`config.mk`:
```
export PLATFORM = sky130hd
export DESIGN_NAME = rht_alloc
export DESIGN_NICKNAME = d
export VERILOG_FILES = /design/src/rtl/core/rht_pkg.sv /design/src/rtl/core/rht_alloc.sv
export SDC_FILE = /design/constraint.sdc
export NUM_CORES = 1
export LEC_CHECK = 0
export BUFFER_PORTS_ARGS = -buffer_cell sky130_fd_sc_hd__buf_4
export CORE_MARGIN = 1.5
export CORE_UTILIZATION = 60
export DETAILED_ROUTE_END_ITERATION = 10
export PLACE_DENSITY = 0.77
export SYNTH_ARGS = -nofsm -noshare
export SYNTH_HDL_FRONTEND = slang
export SYNTH_SLANG_ARGS = --single-unit
```
`constraint.sdc`:
```
create_clock -name clk -period 3.25 [get_ports clk]
set_clock_uncertainty 0.1 [all_clocks]
set_input_delay 0.1625 -clock clk [delete_from_list [all_inputs] [get_ports clk]]
set_output_delay 0.1625 -clock clk [all_outputs]
set_load 0.03 [all_outputs]
```
`src/rtl/core/rht_pkg.sv`:
```
// Shared types and constants for the reference-counted handle table.
// No dependencies; imported by rht_alloc and refcounted_handle_table_top.
package rht_pkg;

	// Operation codes carried in the input transaction
	typedef enum logic [1:0] {
		OP_ADD    = 2'd0,
		OP_REMOVE = 2'd1,
		OP_UNREF  = 2'd2,
		OP_GET    = 2'd3
	} op_t;

	// Result status codes
	typedef enum logic [1:0] {
		STAT_OK     = 2'd0,
		STAT_ABSENT = 2'd1,
		STAT_RANGE  = 2'd2,
		STAT_FULL   = 2'd3
	} status_t;

	// Stream field widths
	localparam int OP_W       = 2;
	localparam int IDX_W      = 16;
	localparam int VAL_W      = 64;
	localparam int RIDX_W     = 8;
	localparam int IN_DATA_W  = 88;
	localparam int OUT_DATA_W = 80;

	// Free-slot search: allocation marks are scanned in groups of this size
	localparam int GROUP_W  = 64;
	localparam int GROUP_BW = 6;

endpackage

```
`src/rtl/core/rht_alloc.sv`:
```
// Allocation marks with registered lookup and a two-stage lowest-free search.
// Depends on rht_pkg (GROUP_W, GROUP_BW).
module rht_alloc import rht_pkg::*; #(
	parameter int SLOTS = 256
) (
	input  logic                     clk,
	input  logic                     arst_n,
	input  logic [$clog2(SLOTS)-1:0] rd_idx,
	output logic                     rd_bit,
	input  logic                     wr_en,
	input  logic [$clog2(SLOTS)-1:0] wr_idx,
	input  logic                     wr_val,
	output logic                     free_found,
	output logic [$clog2(SLOTS)-1:0] free_slot
);

	localparam int IW   = $clog2(SLOTS);
	localparam int NG   = (SLOTS + GROUP_W - 1) / GROUP_W;
	localparam int GW   = (NG > 1) ? $clog2(NG) : 1;
	localparam int NGP  = 1 << GW;
	localparam int PADW = NGP * GROUP_W;

	logic [SLOTS-1:0]    alloc_q;
	logic [PADW-1:0]     alloc_pad;
	logic [NGP-1:0]      grp_free;
	logic [NGP-1:0]      grp_free_s1;
	logic [GW-1:0]       grp_pick;
	logic [GW-1:0]       grp_s2;
	logic                grp_found_s2;
	logic [GROUP_W-1:0]  slice;
	logic [GROUP_BW-1:0] bit_pick;

	// slots past the end read as taken
	always_comb begin
		alloc_pad = '1;
		alloc_pad[SLOTS-1:0] = alloc_q;
	end

	always_comb begin
		for (int g = 0; g < NGP; g++) begin
			grp_free[g] = ~&alloc_pad[g*GROUP_W +: GROUP_W];
		end
	end

	always_comb begin
		grp_pick = '0;
		for (int g = NGP - 1; g >= 0; g--) begin
			if (grp_free_s1[g]) begin
				grp_pick = GW'(g);
			end
		end
	end

	always_comb begin
		for (int b = 0; b < GROUP_W; b++) begin
			slice[b] = alloc_pad[{grp_s2, GROUP_BW'(b)}];
		end
		bit_pick = '0;
		for (int b = GROUP_W - 1; b >= 0; b--) begin
			if (!slice[b]) begin
				bit_pick = GROUP_BW'(b);
			end
		end
	end

	assign free_found = grp_found_s2;
	assign free_slot  = IW'({grp_s2, bit_pick});

	always_ff @(posedge clk or negedge arst_n) begin
		if (!arst_n) begin
			alloc_q <= '0;
		end else if (wr_en) begin
			alloc_q[wr_idx] <= wr_val;
		end
	end

	// search pipeline runs freely; marks are stable while an add is in flight
	always_ff @(posedge clk) begin
		rd_bit       <= alloc_q[rd_idx];
		grp_free_s1  <= grp_free;
		grp_s2       <= grp_pick;
		grp_found_s2 <= |grp_free_s1;
	end

endmodule

```
Word-level counts from Yosys, hierarchy flattened

Index checks and enable logic that the tools add are counted.

Register bits: 264
Input port bits: 20
Output and inout port bits: 10

Magnitude comparators: 67
Mux-type cells: 200
Reductions and logical operators: 11

Operators with widths:

| cell               | number |
|---|---|
| $lt 8x9->1 const B | 66 |
| $mux 6             | 64 |
| $bwmux 256         | 1 |
| $reduce_and 64->1  | 4 |
| $bmux 1 s2         | 64 |
| $mux 1             | 67 |
| $bmux 1 s8         | 1 |
| $demux 1 s8        | 1 |
| $ge 8x1->1 const B | 1 |
| $logic_not 1->1    | 4 |
| $mux 2             | 2 |
| $reduce_or 4->1    | 1 |
| $reduce_or 2->1    | 1 |
| $logic_and 1x1->1  | 1 |

Depth between registers and ports, before layout

Gate-level depths: netlist of the first run.

Word-level depth: 66
Gate-level depth with buffers: 11

Least setup slack after synthesis of the first run

OpenSTA, ideal clock, no wires.

Path type: flip-flop to output port
Start point: reg grp_s2[0]
End point: out free_slot[3]
Arrival: 3630 ps
Data required time: 2987 ps
Setup slack: -643 ps
Stages on the path, launching flop included: 9
Buffers on the path: 4
Cell sequence: dfxtp_1 -> buf_4 -> buf_6 -> buf_6 -> buf_4 -> mux4_2 -> nand4_1 -> nor3_1 -> a2111oi_0

Longest elaborated chain between the ends: 66
Elaborated cells between the ends (all ways): 192
Those cells by class: mux: 192

RTL lines:

| element                      | line            | source |
|---|---|---|
| start: declaration           | rht_alloc.sv:28 | `logic [GW-1:0] grp_s2;` |
| start signal: assignment     | rht_alloc.sv:81 | `grp_s2 <= grp_pick;` |
| $bmux 1 s2                   | rht_alloc.sv:56 | `slice[b] = alloc_pad[{grp_s2, GROUP_BW'(b)}];` |
| $mux 1 (not written as such) | rht_alloc.sv:56 |  |
| $mux 6 (63 in series)        | rht_alloc.sv:60 | `if (!slice[b]) begin` |
| $mux 6 *                     | rht_alloc.sv:60 |  |
| end: declaration             | rht_alloc.sv:14 | `output logic [$clog2(SLOTS)-1:0] free_slot` |

Every way passes the cells marked *; elsewhere a longest branch is shown, timed or not. The select of a mux whose other input is x is not followed.

Worst setup path after layout of the first run

Start point: reg grp_s2[0]
End point: out free_slot[0]

Same word-level chain as after synthesis.

==> results of run 1 <==
[per-stage QoR]
step	hold slack, ps	std cells	util (%)	TNS (ps)
6_report	116.2	1747	69.78	-400.1
5_1_grt	163.8	1745	69.76	-597.5
4_1_cts	106.5	1742	69.37	-178.5
3_5_place_dp	145.7	1668	64.05	0
3_3_place_gp	146.6	1668	64.05	0
2_1_floorplan	-233.1	1351	-	0
[state kept, by name, indices dropped and copies added, names as in the netlist]
register	cells
rd_bit	1
grp_free_s1	4
free_found	1
grp_s2	2
alloc_pad	256
[worst paths after layout]
kind                                      startpoint                    endpoint  slack (ps)  cells past startpoint
hold reg to reg               grp_free_s1[1]$_DFF_P_        grp_s2[1]$_SDFF_PP0_         350                      1
max in group asynchronous                     arst_n   alloc_pad[56]$_DFFE_PN0P_        2110                      3
min in group asynchronous                     arst_n    alloc_pad[3]$_DFFE_PN0P_         130                      2
setup reg to reg           alloc_pad[96]$_DFFE_PN0P_              rd_bit$_DFF_P_         130                      8
setup / recovery                grp_s2[0]$_SDFF_PP0_                free_slot[0]        -130                      9
hold / removal                             wr_idx[2]  alloc_pad[105]$_DFFE_PN0P_         120                      5
[critical path, delay by kind of cell (launching register included)]
| kind | cells | cell delay [ps] |
|---|---|---|
| and+or+nand+nor | 2 | 290 |
| AOI/OAI and AO/OA | 3 | 800 |
| buffers and inverters | 3 | 480 |
| muxes | 1 | 570 |
| DFF | 1 | 430 |
[layer usage]
| metal | vias up | share of wire [%] | wire length [um] | GRT usage, % |
|---|---|---|---|---|
| li1 | 5130 | - | - | - |
| met5 | - | 0.025 | 13 | 0 |
| met4 | 2 | 6.8 | 3596 | 21.86 |
| met3 | 262 | 13 | 7041 | 9.938 |
| met1 | 6422 | 35 | 18460 | 51.81 |
| met2 | 1016 | 45 | 23780 | 58.81 |
[cell families (layout without fill, tap and decap cells)]
| family | Yosys count | count (layout) | share of synthesized area (%) |
|---|---|---|---|
| AO/OA/AOI/OAI | 52 | 52 | 2.239 |
| buffers and inverters | 125 | 184 | 3.679 |
| flip-flops | 264 | 264 | 41.08 |
| multiplexers | 401 | 401 | 38.46 |
| other | 0 | 2 | 0 |
| AND/OR/NAND/NOR | 509 | 509 | 14.54 |
[power by group through the flow]
stage / logic [mW] / clock network, mW / registers, mW
after floorplan: 0.489 / 0 / 3.60
after global placement: 0.737 / 0 / 3.69
after detailed placement: 0.753 / 0 / 3.70
after CTS: 0.774 / 3.26 / 3.64
after global routing: 0.842 / 3.39 / 3.66
final: 0.794 / 3.25 / 3.66
[area by class of cell]
cell class	count	share of cell area, %
multi-input cells	962	50.30
flip-flops and latches	264	36.03
repair buffers	122	6.058
clock buffers	41	4.501
well taps	335	2.298
clock inverters	9	0.5352
inverters	12	0.2470
diodes	2	0.02744
[cell usage in the layout (no fill, tap or decap), types with 5 or more instances in the layout]
cell type      count
and2_1             6
and3_1            18
buf_12             8
buf_4             94
buf_6             13
clkbuf_1           7
clkbuf_16         29
clkbuf_8           5
clkinv_2           6
dfrtp_1          256
dfxtp_1            6
dlygate4sd3_1      5
inv_1             12
mux2_2           256
mux4_2           145
nand2_1          271
nand2_2            7
nand2b_1          10
nand3_1            9
nand4_1           77
nor2_1            54
nor2b_1            9
nor3_2             7
nor4_1            16
o21ai_0            7
[timing repair]
item | 4_1_cts | 5_1_grt
pin swaps | 28 | 11
hold buffers | 5 | 0
endpoints found under the hold margin | 90 | 0
gates resized for setup | 61 | 20
cloned | 1 | 0
setup buffers | 18 | 4
endpoints found under the setup margin | 6 | 7
==> summary.txt, run 1 <==
STA
  – Worst-margin pin slew: 1021 ps
  – Setup ws final: -127.6 ps
  – Tcrit/Tclk final: 103.9%
  – Minimum clock period: 3378 ps
  – Hold Violations, Final: 0
  – RSZ-0062 raised after global routing: true
  – Maximum clock rate: 296.1 MHz
  – Setup violations, final: 5
  – Fin. max-slew vios: 0
  – Rel. slew slack: 31.91%

Setup path
  – Req. time, crit path: 2990 ps
  – Crit-path max cell delay: 570 ps
  – Critical Path Fanout Max: 8
  – Crit path max-delay cell type: mux4_2
  – CP Cell Sequence: buf_6 -> buf_12 -> mux4_2 -> nand2b_1 -> nand4_1 -> o31ai_4 -> a211oi_2 -> o31ai_4 -> buf_6
  – Kind of critical path: reg -> out
  – Worst setup SP type: register
  – Critical Path End Type: output port
  – WP data arrival: 3120 ps

Clock tree
  – Clk sinks: 264
  – H-tree depth: 1
  – Register clock-pin slew on the reported worst setup and hold paths: 60 ps
  – Max Root-Sink Buffers: 3
  – Worst-skew pair later-pin latency: 560 ps
  – Root buffer cell: clkbuf_16
  – CTS tree: built
  – Num CTS Buffers: 29

Synthesis
  – Largest area contributor in the netlist: dfrtp_1
  – FF+latch count, synth: 264
  – Synth Net Count: 1,371
  – Post-synthesis sequential area ratio: 41.08%
  – Synth area leaders: dfrtp_1, mux4_2, mux2_2
  – Most frequent cells after synthesis: nand2_1, dfrtp_1, mux2_2, mux4_2, clkbuf_1
  – Yosys cell types: 40
  – Post-synthesis instance total: 1,351
  – Main synth FF type: dfrtp_1
  – Number of synthesized flops with an enable pin: 0
  – Leading cell type by number of instances after synthesis: nand2_1
  – Mapped cell area: 15,990 um2
  – Synth async-reset ratio: 96.97%
  – Yosys top cell area share: 40.08%
  – Syn Area/Cell: 11.83 um2
  – Synth warnings: 0

Pwr
  – Clk pwr share: 42.2%
  – Gate power share: 10.3%
  – Leakage power: 7.562 nW
  – P per Cell Area: 422.4 nW/um2
  – Psw: 1.991 mW
  – Register share of total power: 47.5%
  – Switching Fraction: 25.85%
  – Pint: 5.711 mW
  – VDD IR max: 0.5089 mV
  – Tot Pwr: 7.702 mW

Global routing
  – Global Route Usage Sum: 38.89%
  – Largest net degree at the start of global routing: 122
  – First-pass GRT wire length: 80,810 um
  – Vias in the first global route: 12,890
  – Total gr overflow: 0
  – Initial antenna violation count: 1

Job
  – Max Cap Viol: 0

Final layout
  – Layout cells sized above 1: 43.69%
  – Multi-input gate area: 9173 um2
  – Final-layout fill cell count: 1,835
  – Register area: 6571 um2
  – Area Overhead vs Synth: 14.08%
  – Fin area: 18,240 um2
  – Nets: 1,411

Placement
  – Port bufs: 29
  – Cell Area, Placed: 16,740 um2
  – Placer Congestion: 1.055
  – DP HPWL: 37,240 um
  – DP Worst Slack: 252.8 ps

Worst hold path
  – Hold Path Class: in -> reg

Run status
  – Status: finished with violations
  – Failing checks: DRC, setup timing

Floorplan
  – DIE WIDTH: 166.2 um
  – Row count: 59
  – I/O Pins: 30
  – Die height: 166.2 um
  – Die ar.: 27,630 um2
  – Core area: 26,130 um2
  – Starting Density: 61.17%

Drt
  – Routed WL: 52,890 um
  – Starting DRC count in detailed routing: 2,078
  – DRT Pass-1 Iters: 9
  – Via count: 12,830
  – Residual DRC count: 6
  – Routed len/inst: 30.28 um
  – Post-route ant nets: 0
  – Vias per inst: 7.345
(Power assumes the default switching activity.)
==> inputs of run 2 (changes only) <==
--- a/config.mk
+++ b/config.mk
@@ -5,11 +5,11 @@
 export SDC_FILE = /design/constraint.sdc
 export NUM_CORES = 1
 export LEC_CHECK = 0
-export BUFFER_PORTS_ARGS = -buffer_cell sky130_fd_sc_hd__buf_4
 export CORE_MARGIN = 1.5
 export CORE_UTILIZATION = 60
 export DETAILED_ROUTE_END_ITERATION = 10
-export PLACE_DENSITY = 0.77
+export DONT_BUFFER_PORTS = 1
+export PLACE_DENSITY_LB_ADDON = 0.2
 export SYNTH_ARGS = -nofsm -noshare
 export SYNTH_HDL_FRONTEND = slang
 export SYNTH_SLANG_ARGS = --single-unit
==> run 2 against run 1 <==
Net effect:
- total power is 3.5% lower
- die area stayed put
- final area is 0.95% higher
- sequential cell count stayed put
- the run ends with DRC, hold timing, setup timing left
- fmax is 0.49% lower
- wire length is 2.7% higher
- critical path depth is 1 higher
- sequential power hardly changed
- register-to-register slack hardly changed
- sequential share of layout area is 0.33 points lower
==> summary.txt, run 2 (same netlist as run 1, synthesis figures left out) <==
Run status
  – Status: finished with violations
  – Failing checks: DRC, hold timing, setup timing

Final layout
  – Fin area: 18,410 um2
  – Final core occ: 70.45%
  – Register area: 6574 um2
  – Nets: 1,424
  – Multi-input gate area: 9119 um2
  – Layout cells sized above 1: 40.95%
  – Final-layout fill cell count: 1,896
  – Final Non-Filler Cells: 1,763
  – Max reg flops: 256
  – Leading cell type in the layout, fill and taps excluded: nand2_1
  – Area Overhead vs Synth: 15.17%
  – Most frequent cells in the layout: nand2_1, mux2_2, dfrtp_1

STA
  – Maximum clock rate: 294.6 MHz
  – Worst-margin pin slew: 1073 ps
  – Tcrit/Tclk final: 104.4%
  – Worst hold slack: -797.5 ps
  – Fin. max-slew vios: 0
  – Setup violations, final: 4
  – RSZ-0062 raised after global routing: true
  – Setup ws final: -144.2 ps
  – Setup_tns: -480.7 ps
  – Rel. slew slack: 27.80%
  – Minimum clock period: 3394 ps
  – Hold Violations, Final: 256

Pwr
  – Gate power share: 8.8%
  – Pint: 5.517 mW
  – Psw: 1.917 mW
  – Clk pwr share: 42.0%
  – VDD IR max: 0.4657 mV
  – P per Cell Area: 403.8 nW/um2
  – Tot Pwr: 7.434 mW
  – Switching Fraction: 25.79%
  – Register share of total power: 49.2%
  – Leakage power: 7.687 nW

Drt
  – Post-route ant nets: 0
  – Vias per inst: 7.238
  – Routed WL: 54,340 um
  – Starting DRC count in detailed routing: 1,897
  – Residual DRC count: 6
  – Routed len/inst: 30.82 um
  – Via count: 12,760
  – DRT Pass-1 Iters: 8

Clock tree
  – Clk sinks: 264
  – Num CTS Buffers: 29
  – Root buffer cell: clkbuf_16
  – H-tree depth: 1
  – Worst-skew pair later-pin latency: 570 ps
  – Number of hold buffers added after cts: 50
  – Register clock-pin slew on the reported worst setup and hold paths: 60 ps
  – CTS tree: built
  – Max Root-Sink Buffers: 3

Floorplan
  – DIE WIDTH: 166.2 um
  – Row count: 59
  – Starting Density: 61.17%
  – I/O Pins: 30
  – Die height: 166.2 um
  – Die ar.: 27,630 um2
  – Core area: 26,130 um2

Placement
  – # placed instances: 1,620
  – Placer Congestion: 1.004
  – DP HPWL: 36,820 um
  – Port bufs: 0
  – Cell Area, Placed: 16,320 um2
  – DP Worst Slack: 177.4 ps

Job
  – Max Cap Viol: 0

Global routing
  – Global Route Usage Sum: 40.46%
  – Vias in the first global route: 12,920
  – Largest net degree at the start of global routing: 257
  – Initial antenna violation count: 1
  – First-pass GRT wire length: 83,080 um
  – Total gr overflow: 0

Setup path
  – Worst setup SP type: register
  – Crit-path max cell delay: 540 ps
  – Req. time, crit path: 2990 ps
  – CP Cell Sequence: buf_12 -> buf_16 -> mux4_2 -> nor2b_1 -> o21ai_1 -> nand4_1 -> o2111ai_2 -> a21oi_2 -> o31ai_4 -> buf_6
  – CP Buf/Inv Count: 3
  – Crit path max-delay cell type: mux4_2
  – Critical Path End Type: output port
  – CP delay by family, top: compound AO/OA/AOI/OAI gates
  – Critical Path Fanout Max: 6
  – WP data arrival: 3130 ps
  – Kind of critical path: reg -> out

Worst hold path
  – Hold Path Class: in -> async
## run 2: area by class of cell
class	instances	share of cell area, %
multi-input cells	962	49.53
flip-flops and latches	264	35.71
repair buffers	135	7.455
clock buffers	40	4.329
well taps	335	2.277
clock inverters	13	0.4282
inverters	12	0.2447
diodes	2	0.02718
## run 2: repair_timing
| item | in CTS | in global routing |
|---|---|---|
| pin swaps | 19 | 11 |
| resized for setup | 62 | 11 |
| buffers inserted | 25 | 8 |
| cloned | 4 | 1 |
| setup endpoints to repair | 6 | 6 |
| hold endpoints to repair | 513 | 256 |
## run 2: power groups by stage
stage               Combinational, mW  Sequential (mW)  Clock (mW)
CTS                             0.635             3.64        3.11
global route                    0.687             3.66        3.22
floorplan                       0.489             3.60           0
finish                          0.656             3.66        3.12
global placement                0.521             3.70           0
detailed placement              0.534             3.70           0
## run 2: worst paths after layout
check	to	slack, ps	depth (start not counted)	start
min reg2reg	grp_s2[1]$_SDFF_PP0_	370	1	grp_free_s1[0]$_DFF_P_
max	free_slot[0]	-140	10	grp_s2[0]$_SDFF_PP0_
min in group clk	alloc_pad[50]$_DFFE_PN0P_	10	4	wr_idx[7]
max in group asynchronous	alloc_pad[25]$_DFFE_PN0P_	3070	0	arst_n
min	alloc_pad[195]$_DFFE_PN0P_	-800	0	arst_n
max reg2reg	rd_bit$_DFF_P_	120	7	alloc_pad[104]$_DFFE_PN0P_
## run 2: layer usage
layer | vias up | share of wire, % | GRT usage [%]
met5 | - | 0 | 0
met4 | 0 | 5.5 | 17.67
met3 | 209 | 13 | 13.35
met2 | 947 | 45 | 61.47
met1 | 6437 | 36 | 53.66
li1 | 5167 | - | -
==> inputs of run 3 (changes only) <==
--- a/config.mk
+++ b/config.mk
@@ -6,7 +6,7 @@
 export NUM_CORES = 1
 export LEC_CHECK = 0
 export CORE_MARGIN = 1.5
-export CORE_UTILIZATION = 60
+export CORE_UTILIZATION = 35
 export DETAILED_ROUTE_END_ITERATION = 10
 export DONT_BUFFER_PORTS = 1
 export PLACE_DENSITY_LB_ADDON = 0.2
==> run 3 against run 2 <==
Net effect:
- the flow finishes with violations (hold timing, setup timing)
- sequential share of layout area down 1.4 points
- sequential power about the same
- clock power up 26%
- final area up 4.2%
- highest routed layer unchanged
==> summary.txt, run 3 (same netlist as run 1, synthesis figures left out) <==
Setup path
  – Kind of critical path: reg -> out
  – Critical R2R Capture: rd_bit$_DFF_P_
  – Crit path max-delay cell type: mux4_2
  – Req. time, crit path: 2990 ps
  – Worst reg2reg path depth: 7
  – Critical Path Fanout Max: 5
  – R2r startpoint: alloc_pad[87]$_DFFE_PN0P_
  – Crit-path max cell delay: 520 ps
  – Critical Path End Type: output port
  – Worst setup SP type: register
  – CP Cell Sequence: buf_6 -> buf_16 -> mux4_2 -> and2_4 -> nand4b_1 -> a21oi_2 -> or4_1 -> o211ai_1 -> and3_4
  – WP data arrival: 3170 ps
  – R2R Setup Slk: 40 ps

Floorplan
  – Die ar.: 46,960 um2
  – DIE WIDTH: 216.7 um
  – Die height: 216.7 um
  – Starting Density: 35.38%
  – Core area: 45,190 um2
  – Row count: 78
  – I/O Pins: 30

Pwr
  – P per Cell Area: 430.8 nW/um2
  – VDD IR max: 0.3482 mV
  – Leakage power: 7.939 nW

Drt
  – Residual DRC count: 0
  – Routed WL: 59,240 um
  – Vias per inst: 6.109
  – Starting DRC count in detailed routing: 1,281
  – DRT Pass-1 Iters: 5
  – Routed len/inst: 28.86 um
  – Post-route ant nets: 0
  – Via count: 12,540

Global routing
  – First-pass GRT wire length: 89,100 um
  – Total gr overflow: 0
  – Vias in the first global route: 12,980
  – Initial antenna violation count: 0
  – Global Route Usage Sum: 25.76%
  – Largest net degree at the start of global routing: 257

Clock tree
  – Clk sinks: 264
  – H-tree depth: 2
  – Register clock-pin slew on the reported worst setup and hold paths: 60 ps
  – Num CTS Buffers: 35
  – Max Root-Sink Buffers: 3
  – CTS tree: built
  – Worst-skew pair later-pin latency: 570 ps
  – Root buffer cell: clkbuf_16
  – Number of hold buffers added after cts: 46

Final layout
  – Nets: 1,446
  – Final-layout fill cell count: 4,167
  – Area Overhead vs Synth: 20.02%
  – Final Non-Filler Cells: 2,053
  – Diodes inserted: 0
  – Leading cell type in the layout, fill and taps excluded: nand2_1
  – Max reg flops: 256
  – Multi-input gate area: 9191 um2
  – Most frequent cells in the layout: nand2_1, mux2_2, dfrtp_1
  – Layout cells sized above 1: 42.12%
  – Register area: 6575 um2

Placement
  – # placed instances: 1,912
  – DP HPWL: 40,500 um
  – Placer Congestion: 0.9852
  – Port bufs: 0

Run status
  – Failing checks: hold timing, setup timing
  – Status: finished with violations

STA
  – Rel. slew slack: 29.32%
  – Setup violations, final: 5
  – Setup ws final: -178.6 ps
  – Tcrit/Tclk final: 105.5%
  – RSZ-0062 raised after global routing: true
  – Worst hold slack: -761.6 ps
  – Hold Violations, Final: 256
  – Minimum clock period: 3429 ps
  – Worst-margin pin slew: 1057 ps
  – Setup_tns: -678.4 ps
  – Fin. max-slew vios: 0
  – Maximum clock rate: 291.7 MHz

Job
  – Max Cap Viol: 0

Worst hold path
  – Hold Path Class: in -> async
run 3: worst max-delay path: cells and delay by family (launching register included):
family	cells	cell delay, ps
simple gates	4	1050
mux	1	520
buf+inv	2	290
flops	1	440
compound gates	2	310
run 3: worst max path at each step:
stage / to / startpoint / slack, ps
after global placement: free_slot[0] / grp_s2[1]$_SDFF_PP0_ / 60
final: free_slot[1] / grp_s2[0]$_SDFF_PP0_ / -180
after floorplan: free_slot[4] / grp_s2[1]$_SDFF_PP0_ / 40
after detailed placement: free_slot[0] / grp_s2[1]$_SDFF_PP0_ / 90
after CTS: free_slot[1] / grp_s2[0]$_SDFF_PP0_ / -160
after global routing: free_slot[0] / grp_s2[0]$_SDFF_PP0_ / -230
run 3: stage by stage:
stage               util (%)  hold WS [ps]  setup slack (ps)  power (mW)  area, um2
floorplan                  -        -233.1             42.05       4.087      16000
global placement       37.30        -201.2             58.01       4.263      16860
detailed placement     37.30        -201.9             88.02       4.271      16860
CTS                    42.21        -794.1            -157.3       8.317      19070
global route           42.46        -783.4            -233.2       8.530      19190
finish                 42.46        -761.6            -178.6       8.265      19190
run 3: layout make-up:
type,instances,share of cell area (%)
multi-input cells,962,47.91
flip-flops and latches,264,34.27
repair buffers,151,7.663
well taps,600,3.913
clock buffers,51,5.191
clock inverters,13,0.8217
inverters,12,0.2348
run 3: routing by layer:
layer | share of wire (%) | global-route usage (%) | vias to the layer above | wire length [um]
li1 | - | - | 5204 | -
met1 | 40 | 33.62 | 6557 | 23770
met2 | 47 | 41.39 | 624 | 27890
met3 | 7.5 | 4.982 | 156 | 4459
met4 | 5.3 | 11.94 | 0 | 3131
met5 | 0 | 0 | - | 0
run 3: timing repair:
item | in CTS | in global routing
hold endpoints to repair | 513 | 256
endpoints found under the setup margin | 6 | 7
setup buffers | 26 | 2
pin swaps | 23 | 9
gates cloned | 4 | 0
gates resized for setup | 56 | 23
run 3: power by group:
part | internal [mW] | switching (mW)
clock | 2.38 | 1.55
sequential | 3.44 | 0.221
combinational | 0.381 | 0.296
total | 6.20 | 2.07
